===== src/hdl/lcdw_pkg.sv =====
// shared constants, item types and command codes for the lcd window write controller
package lcdw_pkg;

    localparam int ROW_SHIFT    = 8;
    localparam int ADDR_BITS    = 16;
    localparam int PANEL_WIDTH  = 128;
    localparam int PANEL_HEIGHT = 128;

    localparam logic [7:0] OP_NOP    = 8'h00;
    localparam logic [7:0] OP_COLSET = 8'h2A;
    localparam logic [7:0] OP_ROWSET = 8'h2B;
    localparam logic [7:0] OP_MEMWR  = 8'h2C;

    localparam logic [7:0] COL_LIMIT = 8'h83;
    localparam logic [7:0] ROW_LIMIT = 8'hA1;
    localparam logic [8:0] IDX_MAX   = 9'd511;

    localparam logic [8:0] IDX_START_PARAM = 9'd1;
    localparam logic [8:0] IDX_END_PARAM   = 9'd3;

    localparam logic [7:0] COL_END_RST = 8'(PANEL_WIDTH - 1);
    localparam logic [7:0] ROW_END_RST = 8'(PANEL_HEIGHT - 1);

    typedef struct packed {
        logic       write_strobe;
        logic       data_select;
        logic       chip_select_n;
        logic [7:0] bus_data;
        logic       take_count;
    } t_in_item;

    typedef struct packed {
        logic        fb_write;
        logic [15:0] fb_address;
        logic [7:0]  fb_byte;
        logic [31:0] write_cmd_count;
    } t_out_item;

endpackage


===== src/hdl/lcd_window_write_controller_top.sv =====
// top level of the lcd window write controller
//
// channel   direction  handshake                 payload
// in        input      i_in_valid / o_in_stall   write_strobe data_select chip_select_n
//                                                bus_data take_count
// out       output     o_out_valid / i_out_stall fb_write fb_address fb_byte write_cmd_count
//
// one item per cycle sustained while the output is not stalled; an item is taken into the
// input register, then its result into the result register, from which it is on the outputs
// the window state updates as an item moves from the input register to the result register
// reset clears both valid flags and the window state, no clearing pass
// a stall on the output holds the result and backs up into o_in_stall only when both
// registers are full
module lcd_window_write_controller_top (
    input  logic        i_clk,
    input  logic        i_rst_n,
    input  logic        i_in_valid,
    output logic        o_in_stall,
    input  logic        i_write_strobe,
    input  logic        i_data_select,
    input  logic        i_chip_select_n,
    input  logic [7:0]  i_bus_data,
    input  logic        i_take_count,
    output logic        o_out_valid,
    input  logic        i_out_stall,
    output logic        o_fb_write,
    output logic [15:0] o_fb_address,
    output logic [7:0]  o_fb_byte,
    output logic [31:0] o_write_cmd_count
);
    import lcdw_pkg::*;

    t_in_item  w_in_item;
    t_in_item  w_s1_item;
    t_out_item w_core_res;
    t_out_item w_out_res;
    logic      w_s1_valid;
    logic      w_out_ready;
    logic      w_adv;

    assign w_in_item.write_strobe  = i_write_strobe;
    assign w_in_item.data_select   = i_data_select;
    assign w_in_item.chip_select_n = i_chip_select_n;
    assign w_in_item.bus_data      = i_bus_data;
    assign w_in_item.take_count    = i_take_count;

    assign w_adv = w_s1_valid && w_out_ready;

    lcdw_in_stage u_in (
        .i_clk   (i_clk),
        .i_rst_n (i_rst_n),
        .i_valid (i_in_valid),
        .i_item  (w_in_item),
        .i_adv   (w_adv),
        .o_stall (o_in_stall),
        .o_valid (w_s1_valid),
        .o_item  (w_s1_item)
    );

    lcdw_core u_core (
        .i_clk    (i_clk),
        .i_rst_n  (i_rst_n),
        .i_step   (w_adv),
        .i_item   (w_s1_item),
        .o_result (w_core_res)
    );

    lcdw_out_stage u_out (
        .i_clk    (i_clk),
        .i_rst_n  (i_rst_n),
        .i_adv    (w_adv),
        .i_result (w_core_res),
        .i_stall  (i_out_stall),
        .o_ready  (w_out_ready),
        .o_valid  (o_out_valid),
        .o_result (w_out_res)
    );

    assign o_fb_write        = w_out_res.fb_write;
    assign o_fb_address      = w_out_res.fb_address;
    assign o_fb_byte         = w_out_res.fb_byte;
    assign o_write_cmd_count = w_out_res.write_cmd_count;

endmodule


===== src/hdl/lcdw_in_stage.sv =====
// input register stage holding one sampled bus item
module lcdw_in_stage (
    input  logic              i_clk,
    input  logic              i_rst_n,
    input  logic              i_valid,
    input  lcdw_pkg::t_in_item i_item,
    input  logic              i_adv,
    output logic              o_stall,
    output logic              o_valid,
    output lcdw_pkg::t_in_item o_item
);
    import lcdw_pkg::*;

    logic     r_valid;
    t_in_item r_item;

    always_ff @(posedge i_clk) begin
        if (!i_rst_n) begin
            r_valid <= 1'b0;
        end else if (!r_valid || i_adv) begin
            r_valid <= i_valid;
        end
    end

    always_ff @(posedge i_clk) begin
        if (!r_valid || i_adv) begin
            r_item <= i_item;
        end
    end

    assign o_stall = r_valid && !i_adv;
    assign o_valid = r_valid;
    assign o_item  = r_item;

endmodule


===== src/hdl/lcdw_core.sv =====
// command decode, window state and framebuffer address generation
module lcdw_core (
    input  logic               i_clk,
    input  logic               i_rst_n,
    input  logic               i_step,
    input  lcdw_pkg::t_in_item  i_item,
    output lcdw_pkg::t_out_item o_result
);
    import lcdw_pkg::*;

    logic        r_last_strobe, n_last_strobe;
    logic [7:0]  r_cmd, n_cmd;
    logic [8:0]  r_idx, n_idx;
    logic [7:0]  r_col_start, n_col_start;
    logic [7:0]  r_col_end, n_col_end;
    logic [7:0]  r_row_start, n_row_start;
    logic [7:0]  r_row_end, n_row_end;
    logic [7:0]  r_row, n_row;
    logic [31:0] r_count, n_count;

    logic                 w_edge;
    logic                 w_memwr_cmd;
    logic [ADDR_BITS-1:0] w_addr;
    logic [8:0]           w_idx_inc;
    logic [9:0]           w_idx_lim;
    logic [7:0]           w_row_inc;
    logic [7:0]           w_clamped;

    function automatic logic [7:0] clamp(input logic [7:0] v, input logic [7:0] hi);
        return (v > hi) ? hi : v;
    endfunction

    assign w_edge    = i_item.write_strobe && !r_last_strobe && !i_item.chip_select_n;
    assign w_addr    = (ADDR_BITS'(r_row) << ROW_SHIFT) + ADDR_BITS'(r_idx);
    assign w_idx_inc = r_idx + 9'd1;
    assign w_idx_lim = {1'b0, r_col_end, 1'b0} + 10'd1;
    assign w_row_inc = r_row + 8'd1;
    assign w_clamped = clamp(i_item.bus_data, (r_cmd == OP_COLSET) ? COL_LIMIT : ROW_LIMIT);

    always_comb begin
        n_last_strobe = i_item.write_strobe;
        n_cmd         = r_cmd;
        n_idx         = r_idx;
        n_col_start   = r_col_start;
        n_col_end     = r_col_end;
        n_row_start   = r_row_start;
        n_row_end     = r_row_end;
        n_row         = r_row;
        w_memwr_cmd   = 1'b0;
        o_result      = '0;
        o_result.write_cmd_count = r_count;

        if (w_edge && !i_item.data_select) begin
            n_cmd = i_item.bus_data;
            n_idx = '0;
            if (i_item.bus_data == OP_MEMWR) begin
                n_row       = r_row_start;
                n_idx       = {r_col_start, 1'b0};
                w_memwr_cmd = 1'b1;
            end
        end else if (w_edge) begin
            case (r_cmd)
                OP_COLSET, OP_ROWSET: begin
                    if (r_idx == IDX_START_PARAM) begin
                        if (r_cmd == OP_COLSET) n_col_start = w_clamped;
                        else                    n_row_start = w_clamped;
                    end else if (r_idx == IDX_END_PARAM) begin
                        if (r_cmd == OP_COLSET) n_col_end = w_clamped;
                        else                    n_row_end = w_clamped;
                    end
                    // counter saturates on long parameter streams
                    if (r_idx < IDX_MAX) n_idx = w_idx_inc;
                end
                OP_MEMWR: begin
                    o_result.fb_write   = 1'b1;
                    o_result.fb_byte    = i_item.bus_data;
                    o_result.fb_address = w_addr[15:0];
                    n_idx = w_idx_inc;
                    if ({1'b0, w_idx_inc} > w_idx_lim) begin
                        n_idx = {r_col_start, 1'b0};
                        n_row = (w_row_inc > r_row_end) ? r_row_start : w_row_inc;
                    end
                end
                default: begin
                end
            endcase
        end

        n_count = i_item.take_count ? 32'd0 : r_count;
        if (w_memwr_cmd) n_count = n_count + 32'd1;
    end

    always_ff @(posedge i_clk) begin
        if (!i_rst_n) begin
            r_last_strobe <= 1'b0;
            r_cmd         <= OP_NOP;
            r_idx         <= '0;
            r_col_start   <= '0;
            r_col_end     <= COL_END_RST;
            r_row_start   <= '0;
            r_row_end     <= ROW_END_RST;
            r_row         <= '0;
            r_count       <= '0;
        end else if (i_step) begin
            r_last_strobe <= n_last_strobe;
            r_cmd         <= n_cmd;
            r_idx         <= n_idx;
            r_col_start   <= n_col_start;
            r_col_end     <= n_col_end;
            r_row_start   <= n_row_start;
            r_row_end     <= n_row_end;
            r_row         <= n_row;
            r_count       <= n_count;
        end
    end

endmodule


===== src/hdl/lcdw_out_stage.sv =====
// result register facing the framebuffer side
module lcdw_out_stage (
    input  logic               i_clk,
    input  logic               i_rst_n,
    input  logic               i_adv,
    input  lcdw_pkg::t_out_item i_result,
    input  logic               i_stall,
    output logic               o_ready,
    output logic               o_valid,
    output lcdw_pkg::t_out_item o_result
);
    import lcdw_pkg::*;

    logic      r_valid;
    t_out_item r_result;

    assign o_ready = !r_valid || !i_stall;

    always_ff @(posedge i_clk) begin
        if (!i_rst_n) begin
            r_valid <= 1'b0;
        end else if (o_ready) begin
            r_valid <= i_adv;
        end
    end

    always_ff @(posedge i_clk) begin
        if (i_adv) begin
            r_result <= i_result;
        end
    end

    assign o_valid  = r_valid;
    assign o_result = r_result;

endmodule


===== config.mk =====
export PLATFORM = sky130hd
export DESIGN_NAME = lcd_window_write_controller_top
export DESIGN_NICKNAME = d
export VERILOG_FILES = /design/src/hdl/lcdw_pkg.sv /design/src/hdl/lcd_window_write_controller_top.sv /design/src/hdl/lcdw_in_stage.sv /design/src/hdl/lcdw_core.sv /design/src/hdl/lcdw_out_stage.sv
export SDC_FILE = /design/constraint.sdc
export NUM_CORES = 1
export LEC_CHECK = 0
export ABC_CLOCK_PERIOD_IN_PS = 5900
export BUFFER_PORTS_ARGS = -buffer_cell sky130_fd_sc_hd__buf_2
export CELL_PAD_IN_SITES_DETAIL_PLACEMENT = 1
export CELL_PAD_IN_SITES_GLOBAL_PLACEMENT = 1
export CORE_MARGIN = 3
export CORE_UTILIZATION = 35
export DETAILED_ROUTE_END_ITERATION = 7
export PLACE_DENSITY_LB_ADDON = 0.2
export SLEW_MARGIN = 20
export SYNTH_ARGS = -nofsm -noshare
export SYNTH_HDL_FRONTEND = slang
export SYNTH_HIERARCHICAL = 1
export SYNTH_SLANG_ARGS = --single-unit

===== constraint.sdc =====
create_clock -name i_clk -period 5.9 [get_ports i_clk]
set_clock_uncertainty 0.05 [all_clocks]
set_input_delay 0.885 -clock i_clk [delete_from_list [all_inputs] [get_ports i_clk]]
set_output_delay 0.885 -clock i_clk [all_outputs]
set_load 0.03 [all_outputs]

==> results.md, run 1 <==
- Status: finished, final reports clean
- Worst hold stages: 0
- Synth-to-Final Area Change: 16.9%
- First-pass GRT wire length: 31400 µm
- Die height: 151 µm
- Arrival time worst endpoint: 3780 ps
- Number of synthesized flops with an enable pin: 69
- Ys flop type: dfxtp_1
- Post-synthesis register bit count: 161
- Layout cells sized above 1: 15.8%
- Antenna violations before repair: 0
- Syn_nets: 773
- CP startpoint: u_core/r_cmd[4]
- Mapped Area: 0.00735 mm²
- Fmax: 0.282 GHz
- Seq pwr share: 48.6%
- CTS sink count: 161
- # nets final: 841
- Leak pwr: 3.34 nW
- First drt pass iteration count: 5
- Least-Margin Pin Slew: 1090 ps
- Synth warn: 6
- Clk_lat worst skew: 430 ps
- Post-Syn Instances: 733
- Worst setup SP type: register
- Final std cell area, no fill: 0.00859 mm²
- Post-DP HPWL: 14200 µm
- Unrepaired setup endpoints after global routing: no
- Port bufs: 74
- Peak supply drop: 0.000179 V
- Syn Area/Cell: 10.0 µm²
- Vias in the first global route: 5808
- Fin crit share: 60.1%
- PostCTS Resize Cnt: 0
- Crit path kind: register to register
- Crit Reg-Reg Startpoint: u_core/r_cmd[4]
- GRT Overall Usage: 17.8%
- Max Root-Sink Buffers: 2
- Crit path max fanout: 6
- DR WL/cell: 18.3 µm
- Fraction of registers with async set/reset: 0%
- Power Total: 0.00250 W
- Worst Path Required: 6130 ps
- Starting density of the core: 36.0%
- GPL Wtd Cong: 0.813
- Reg2reg end: u_core/r_row_end[5]
- Final setup viols: 0
- Total grt overflow: 0
- Clock-pin transition on the worst setup and hold timing paths: 70 ps
- Max-Cap Viols: 0
- Clock root buffer: clkbuf_16
- DRC: 0
- Routed Antenna Nets: 0
- Final min period: 3540 ps
- Smallest hold slack: 386 ps
- Sw frac: 24.6%
- # diodes: 0
- Design internal power: 0.00189 W
- Layout Utilization: 42.1%
- Comb pwr share: 6.4%
- Final Hold Fails: 0
- CP endpoint kind: register
- Drt total wl: 19800 µm
- Sequential cell area fraction in the yosys report: 53.2%
- Total CTS buffers: 17
- Top cells by area, synth: edfxtp_1 28%, dfxtp_1 25%, nand2_1 4.7%, ha_1 4.1%, nor2_1 3.5%
- Worst Hold Launch: u_core/r_count[31]
- Die width: 151 µm
- Clock share of power: 44.9%
- Placed inst area: 0.00799 mm²
- Via density: 5.33
- TritonCTS clock tree: yes
- P per Cell Area: 291 mW/mm²
- H-tree levels: 4
- Die Footprint: 0.0228 mm²
- R2r worst-path depth: 10
- Row count: 52
- Top cells by count, synth: 93 x nand2_1, 92 x dfxtp_1, 69 x edfxtp_1, 69 x nor2_1
- Vias: 5781
- Flop-to-flop setup slack: 2360 ps
- Setup TNS: 0 ps
- NetSw: 0.000616 W
- Final max-slew violation count: 0
- Cell variety after synth: 58
- Core area: 0.0204 mm²
- Cts hold-fix bufs: 0
- DR iter-0 viols: 412
- Slew margin rel.: 26.7%
- Postcts setup bufs: 0
- Hold Path Class: register to register
- Worst hold endpoint: u_out/o_result[31]
- Pin count of the biggest net entering global routing: 42
- Post-synth top area share: 28.2%
- Count leader, synth: nand2_1
- Synth area leader: edfxtp_1
- I/O pin count: 75
## cell families (layout without fill, tap and decap cells)
| kind of cell | after synthesis | count (layout) | share of synthesized area [%] |
|---|---|---|---|
| buffers and inverters | 60 | 141 | 3.10 |
| and+or+nand+nor | 307 | 307 | 21.0 |
| adders and majority gates | 24 | 24 | 4.08 |
| muxes | 25 | 25 | 3.45 |
| AOI/OAI and AO/OA | 111 | 111 | 9.79 |
| DFF | 161 | 161 | 53.2 |
| xor gates and xnor gates | 45 | 45 | 5.36 |
## sequential cells by signal (all words and copies together), names as in the netlist
signal	flops
u_core/r_row	8
u_out/o_result	57
u_core/r_col_end	8
u_core/r_row_end	8
u_in/o_valid	1
u_core/r_cmd	8
u_core/r_col_start	8
u_core/r_count	32
u_core/r_last_strobe	1
u_core/r_row_start	8
u_in/o_item	12
u_core/r_idx	9
u_out/o_valid	1
## layout by cell type, fill, tap and decap left out, types with 18 or more instances in the layout
cell type   n
dfxtp_1    92
nand4_1    18
inv_1      29
buf_2      74
xor2_1     20
xnor2_1    25
nand2_1    92
a21oi_1    37
ha_1       24
mux2i_1    22
nor2_1     69
nand3_1    37
edfxtp_1   69
and2_1     20
## power by group through the flow
stage	combinational (W)	sequential [W]	clock (W)
floorplan	0.0000629	0.00128	0
global placement	0.000159	0.00124	0
detailed placement	0.000162	0.00124	0
CTS	0.000163	0.00122	0.00116
global route	0.000173	0.00122	0.00119
finish	0.000161	0.00122	0.00113
## worst max-delay path by stage
stage,end,cells past startpoint
2_1_floorplan,u_core/r_row_start[0],9
3_3_place_gp,u_core/r_row_start[0],9
3_5_place_dp,u_core/r_row_start[0],9
4_1_cts,u_core/r_row_end[5],10
5_1_grt,u_core/r_col_end[5],10
6_report,u_core/r_row_end[5],10
## worst max-delay path: stages (launching register included)
cell and delay (ps):
dfxtp_1 310, nor4b_1 600, and3_1 340, nand2b_1 150, ha_1 220, or2_2 280, a2111oi_0 450, o21bai_1 210
nand2_1 260, mux2i_1 390, o211ai_1 140
## final cells by class
cell class | count | area, µm²
Timing Repair Buffer | 80 | 415
Tap cell | 270 | 338
Inverter | 29 | 109
Clock inverter | 13 | 149
Multi-Input combinational cell | 512 | 3220
Fill cell | 2325 | 11800
Sequential cell | 161 | 3910
Clock buffer | 19 | 453
## per-layer routing
layer  wire, µm  global-route usage [%]
met5          0                       0
met4        357                    5.85
met3        852                    3.23
met2       9030                    27.5
met1       9600                    25.2
## per-stage QoR
step                      cells  setup WS [ps]
after floorplan             733           1660
after global placement     1052           2480
after detailed placement   1052           2460
after CTS                  1084           2400
after global routing       1084           2200
final                      1084           2360
Note: power is estimated with default switching activity, not from simulation.
==> run 2, diff against run 1 <==
ABC_CLOCK_PERIOD_IN_PS = 2900   (was 5900)
clock period = 2.9 ns   (was 5.9 ns; I/O delays follow)
==> run 2 against run 1 <==
  * Final cell count increased by 3.5%
  * Register-to-register slack got worse by 2200 ps
  * Sequential power increased by 100%
  * Via count increased by 0.93%
  * Combinational power increased by 130%
  * Largest power group unchanged
  * Highest routed layer unchanged
==> results.md, run 2 (synthesized netlist as in run 1, its figures left out) <==
- Total grt overflow: 0
- DR WL/cell: 18.2 µm
- # nets final: 879
- Clock-pin transition on the worst setup and hold timing paths: 80 ps
- Die Footprint: 0.0228 mm²
- Layout cells sized above 1: 23.1%
- Leading cell type in the layout, fill and taps excluded: nand2_1
- First-pass GRT wire length: 32400 µm
- Routed Antenna Nets: 0
- Post-DP HPWL: 15000 µm
- Reg2reg end: u_core/r_idx[2]
- CP dominant cell by count: ha_1
- Max Root-Sink Buffers: 2
- H-tree levels: 4
- GPL Wtd Cong: 0.854
- Fmax: 0.359 GHz
- Antenna violations before repair: 0
- Status: finished, final reports clean
- DRC: 0
- Final max-slew violation count: 0
- Crit Reg-Reg Startpoint: u_core/r_idx[0]
- Final Hold Fails: 0
- Die width: 151 µm
- Final std cell area, no fill: 0.00904 mm²
- First drt pass iteration count: 5
- Leak pwr: 3.57 nW
- Hold Path Class: input port to register
- Crit path kind: register to register
- Largest delay share family, worst path: simple AND/OR/NAND/NOR gates
- Slowest stage delay, CP: 450 ps
- Post-Layout Cell Count: 1122
- Placed inst area: 0.00827 mm²
- Slew margin rel.: 63.4%
- Dpl ws: -104 ps
- Row count: 52
- Flop-to-flop setup slack: 110 ps
- Worst setup SP type: register
- TritonCTS clock tree: yes
- Starting density of the core: 36.0%
- Final min period: 2790 ps
- I/O pin count: 75
- Peak supply drop: 0.000435 V
- Port bufs: 74
- Drt total wl: 20500 µm
- Filler instances: 2301
- Pin count of the biggest net entering global routing: 38
- Worst Hold Launch: i_bus_data[6]
- Synth-to-Final Area Change: 23.0%
- Least-Margin Pin Slew: 543 ps
- Setup TNS: 0 ps
- Core area: 0.0204 mm²
- Worst hold stages: 1
- Cts hold-fix bufs: 0
- Max-Cap Viols: 0
- Crit path max fanout: 7
- Via density: 5.20
- Final setup viols: 0
- # diodes: 0
- Total CTS buffers: 17
- Clock root buffer: clkbuf_16
- Worst setup margin: 115 ps
- Inst Count DP: 1089
- Layout Utilization: 44.3%
- Die height: 151 µm
- CP endpoint kind: register
- CTS sink count: 161
- R2r worst-path depth: 10
- Worst hold endpoint: u_in/o_item[7]
- Arrival time worst endpoint: 3060 ps
- Vias: 5835
- Fin crit share: 96.0%
- Worst-path cell chain: ha_1, nand3_1, xnor2_2, ha_1, and4_1, a31oi_1, and3_4, or3_1, a2bb2oi_1, a22o_1
- Slowest-stage cell, CP: or3_1
- Clk_lat worst skew: 440 ps
- Most frequent cells in the layout: 92 x nand2_1, 84 x dfxtp_1, 74 x buf_2
- Worst Path Required: 3170 ps
- Bufs and invs on worst path: 0
- Max reg flops: 57
- DR iter-0 viols: 345
- P per Cell Area: 560 mW/mm²
- GRT Overall Usage: 18.3%
- Vias in the first global route: 6021
run 2: area by class of cell:
| class | instances | area [µm²] | area share, % |
|---|---|---|---|
| Clock buffer | 17 | 425 | 4.70 |
| Clock inverter | 15 | 169 | 1.87 |
| Inverter | 29 | 109 | 1.20 |
| Multi-Input combinational cell | 512 | 3370 | 37.3 |
| Sequential cell | 161 | 3930 | 43.4 |
| Tap cell | 270 | 338 | 3.74 |
| Timing Repair Buffer | 118 | 701 | 7.75 |
run 2: what timing repair did:
item,in CTS,in global routing
resized for setup,10,35
hold endpoints to repair,0,0
buffers inserted,0,1
setup endpoints to repair,24,41
pin swaps,2,7
run 2: worst max path at each step:
stage | start | depth (start not counted) | endpoint
after detailed placement | u_core/r_idx[0] | 11 | u_core/r_idx[7]
after CTS | u_core/r_cmd[1] | 11 | u_core/r_row_end[5]
after global placement | u_core/r_cmd[4] | 10 | u_core/r_row_end[5]
after global routing | u_core/r_idx[5] | 11 | u_core/r_idx[4]
after floorplan | u_core/r_cmd[4] | 10 | u_core/r_row_end[5]
final | u_core/r_idx[0] | 10 | u_core/r_idx[2]
run 2: power breakdown:
| group | switching (W) | total (W) | internal (W) |
|---|---|---|---|
| clock network | 0.00107 | 0.00223 | 0.00116 |
| logic | 0.000263 | 0.000368 | 0.000105 |
| registers | 0.0000422 | 0.00247 | 0.00243 |
| total | 0.00138 | 0.00507 | 0.00369 |
run 2: through the flow:
step                hold slack (ps)  total power, W
detailed placement              368         0.00287
global placement                367         0.00286
CTS                             103         0.00512
global route                    108         0.00525
finish                          117         0.00507
floorplan                       358         0.00273
run 2: per-layer routing:
layer | GRT usage [%] | vias to the layer above | share of wire [%]
met3 | 3.92 | 18 | 4.2
li1 | - | 2819 | -
met5 | 0 | - | 0
met4 | 5.71 | 0 | 1.3
met1 | 25.3 | 2858 | 48
met2 | 28.9 | 140 | 46
==> run 3, diff against run 2 <==
CORE_UTILIZATION = 40   (was 35)
SETUP_SLACK_MARGIN = 0.05   (was unset)
==> run 3 against run 2 <==
  * Register-to-register slack worse by 30 ps
  * Critical path type unchanged
  * Routed wire length is 1.2% higher
  * Maximum frequency is 1.2% lower
  * Non-clock buffer count is 2 higher
  * First-iteration DRC count is 29% lower
  * Largest cell class unchanged
==> results.md, run 3 (synthesized netlist as in run 1, its figures left out) <==
- Port bufs: 74
- Die width: 142 µm
- Clock-pin transition on the worst setup and hold timing paths: 70 ps
- I/O pin count: 75
- Fin crit share: 97.2%
- Routed Antenna Nets: 0
- Leading cell type in the layout, fill and taps excluded: nand2_1
- Final min period: 2820 ps
- CP endpoint kind: register
- Clock root buffer: clkbuf_16
- Peak supply drop: 0.000412 V
- Filler instances: 1975
- DRC: 0
- Arrival time worst endpoint: 3120 ps
- Unrepaired setup endpoints after global routing: yes
- Pin count of the biggest net entering global routing: 33
- Leak pwr: 3.59 nW
- Post-DP HPWL: 15000 µm
- Max-Cap Viols: 0
- DR WL/cell: 19.2 µm
- Total CTS buffers: 17
- Worst Path Required: 3200 ps
- Final Hold Fails: 0
- Drt total wl: 20700 µm
- Worst hold stages: 1
- NetSw: 0.00127 W
- GRT Overall Usage: 21.1%
- Die Footprint: 0.0200 mm²
- Vias: 5834
- # diodes: 0
- Least-Margin Pin Slew: 638 ps
- Sw frac: 24.6%
- Multi-input gate area: 0.00332 mm²
- Crit path kind: register to register
- Smallest hold slack: 141 ps
- CTS sink count: 161
- Worst setup SP type: register
- First drt pass iteration count: 4
- Synth-to-Final Area Change: 21.8%
- Row count: 48
- TritonCTS clock tree: yes
- Inst Count DP: 1046
- Max reg flops: 57
- # nets final: 881
- DR iter-0 viols: 245
- P per Cell Area: 574 mW/mm²
- GPL Wtd Cong: 0.888
- Flop-to-flop setup slack: 80 ps
- Seq pwr share: 47.9%
- Status: finished, final reports clean
- Max Root-Sink Buffers: 2
- Via density: 5.41
- Final max-slew violation count: 0
- Clock share of power: 44.6%
- H-tree levels: 4
- Design internal power: 0.00387 W
- Clk_lat worst skew: 420 ps
- Die height: 142 µm
- Total grt overflow: 0
- Antenna violations before repair: 0
- Core area: 0.0177 mm²
- R2r worst-path depth: 11
- Starting density of the core: 41.6%
- Vias in the first global route: 6272
- Most frequent cells in the layout: 92 x nand2_1, 83 x dfxtp_1, 74 x buf_2
- Comb pwr share: 7.5%
- Slew margin rel.: 57.3%
- Post-Layout Cell Count: 1079
- Layout cells sized above 1: 23.0%
- Final setup viols: 0
- Crit path max fanout: 12
- Fmax: 0.355 GHz
- Register area: 0.00393 mm²
- Hold Path Class: input port to register
- First-pass GRT wire length: 33600 µm
[run 3: changes by cell type in the layout (fill, tap and decap cells not counted), moves of 2 or more]
cell,change
clkinv_2,+2
inv_6,+2
xor2_2,-2
buf_4,+2
inv_8,-4
bufinv_16,+2
xor2_1,+2
clkinv_8,-4
[run 3: worst paths after layout]
kind                          end            start
hold / removal     u_in/o_item[9]  i_chip_select_n
setup reg to reg  u_core/r_idx[0]  u_core/r_idx[5]
hold reg to reg   u_core/r_cmd[5]  u_core/r_cmd[5]
setup / recovery  u_core/r_idx[0]  u_core/r_idx[5]
[run 3: final cells by class]
class                           count  share of cell area (%)
Timing Repair Buffer              120                    7.99
Inverter                           29                    1.22
Tap cell                          225                    3.14
Multi-Input combinational cell    512                    37.0
Clock inverter                     13                    1.63
Sequential cell                   161                    43.9
Clock buffer                       19                    5.07
[run 3: power groups by stage]
stage	clock (W)	sequential, W	combinational, W
4_1_cts	0.00234	0.00246	0.000382
3_3_place_gp	0	0.00251	0.000372
6_report	0.00229	0.00246	0.000385
3_5_place_dp	0	0.00251	0.000379
2_1_floorplan	0	0.00261	0.000129
5_1_grt	0.00245	0.00247	0.000409
[run 3: repair_timing]
| action | 4_1_cts | 5_1_grt |
|---|---|---|
| setup endpoints to repair | 18 | 39 |
| pin swaps | 1 | 4 |
| resized for setup | 7 | 29 |
| hold endpoints to repair | 0 | 0 |
| buffers inserted | 0 | 1 |
| hold buffers | 0 | 0 |
[run 3: through the flow]
stage | power [W] | util (%) | cell area (µm²) | TNS, ps | setup WS, ps
2_1_floorplan | 0.00273 | - | 7360 | 0 | 56.2
3_3_place_gp | 0.00288 | 46.6 | 8230 | 0 | 35.2
3_5_place_dp | 0.00289 | 46.6 | 8230 | -266 | -123
4_1_cts | 0.00518 | 50.2 | 8860 | 0 | 0.465
5_1_grt | 0.00533 | 50.7 | 8950 | -86.0 | -86.0
6_report | 0.00514 | 50.7 | 8950 | 0 | 81.1
[run 3: metal layers]
layer	vias to the layer above	global-route usage, %	wire length (µm)
met5	-	0	0
met4	0	6.46	427
met3	32	3.47	584
met2	92	37.7	10800
met1	2892	26.0	8920
li1	2818	-	-
[run 3: critical path: stages (launching register included)]
cell	delay [ps]
dfxtp_4	380
and4_4	240
nand4_1	150
xnor2_2	280
ha_1	290
a21o_1	170
a21oi_2	150
and3_4	220
nor3_1	60
buf_4	200
or4_1	430
a21oi_2	140
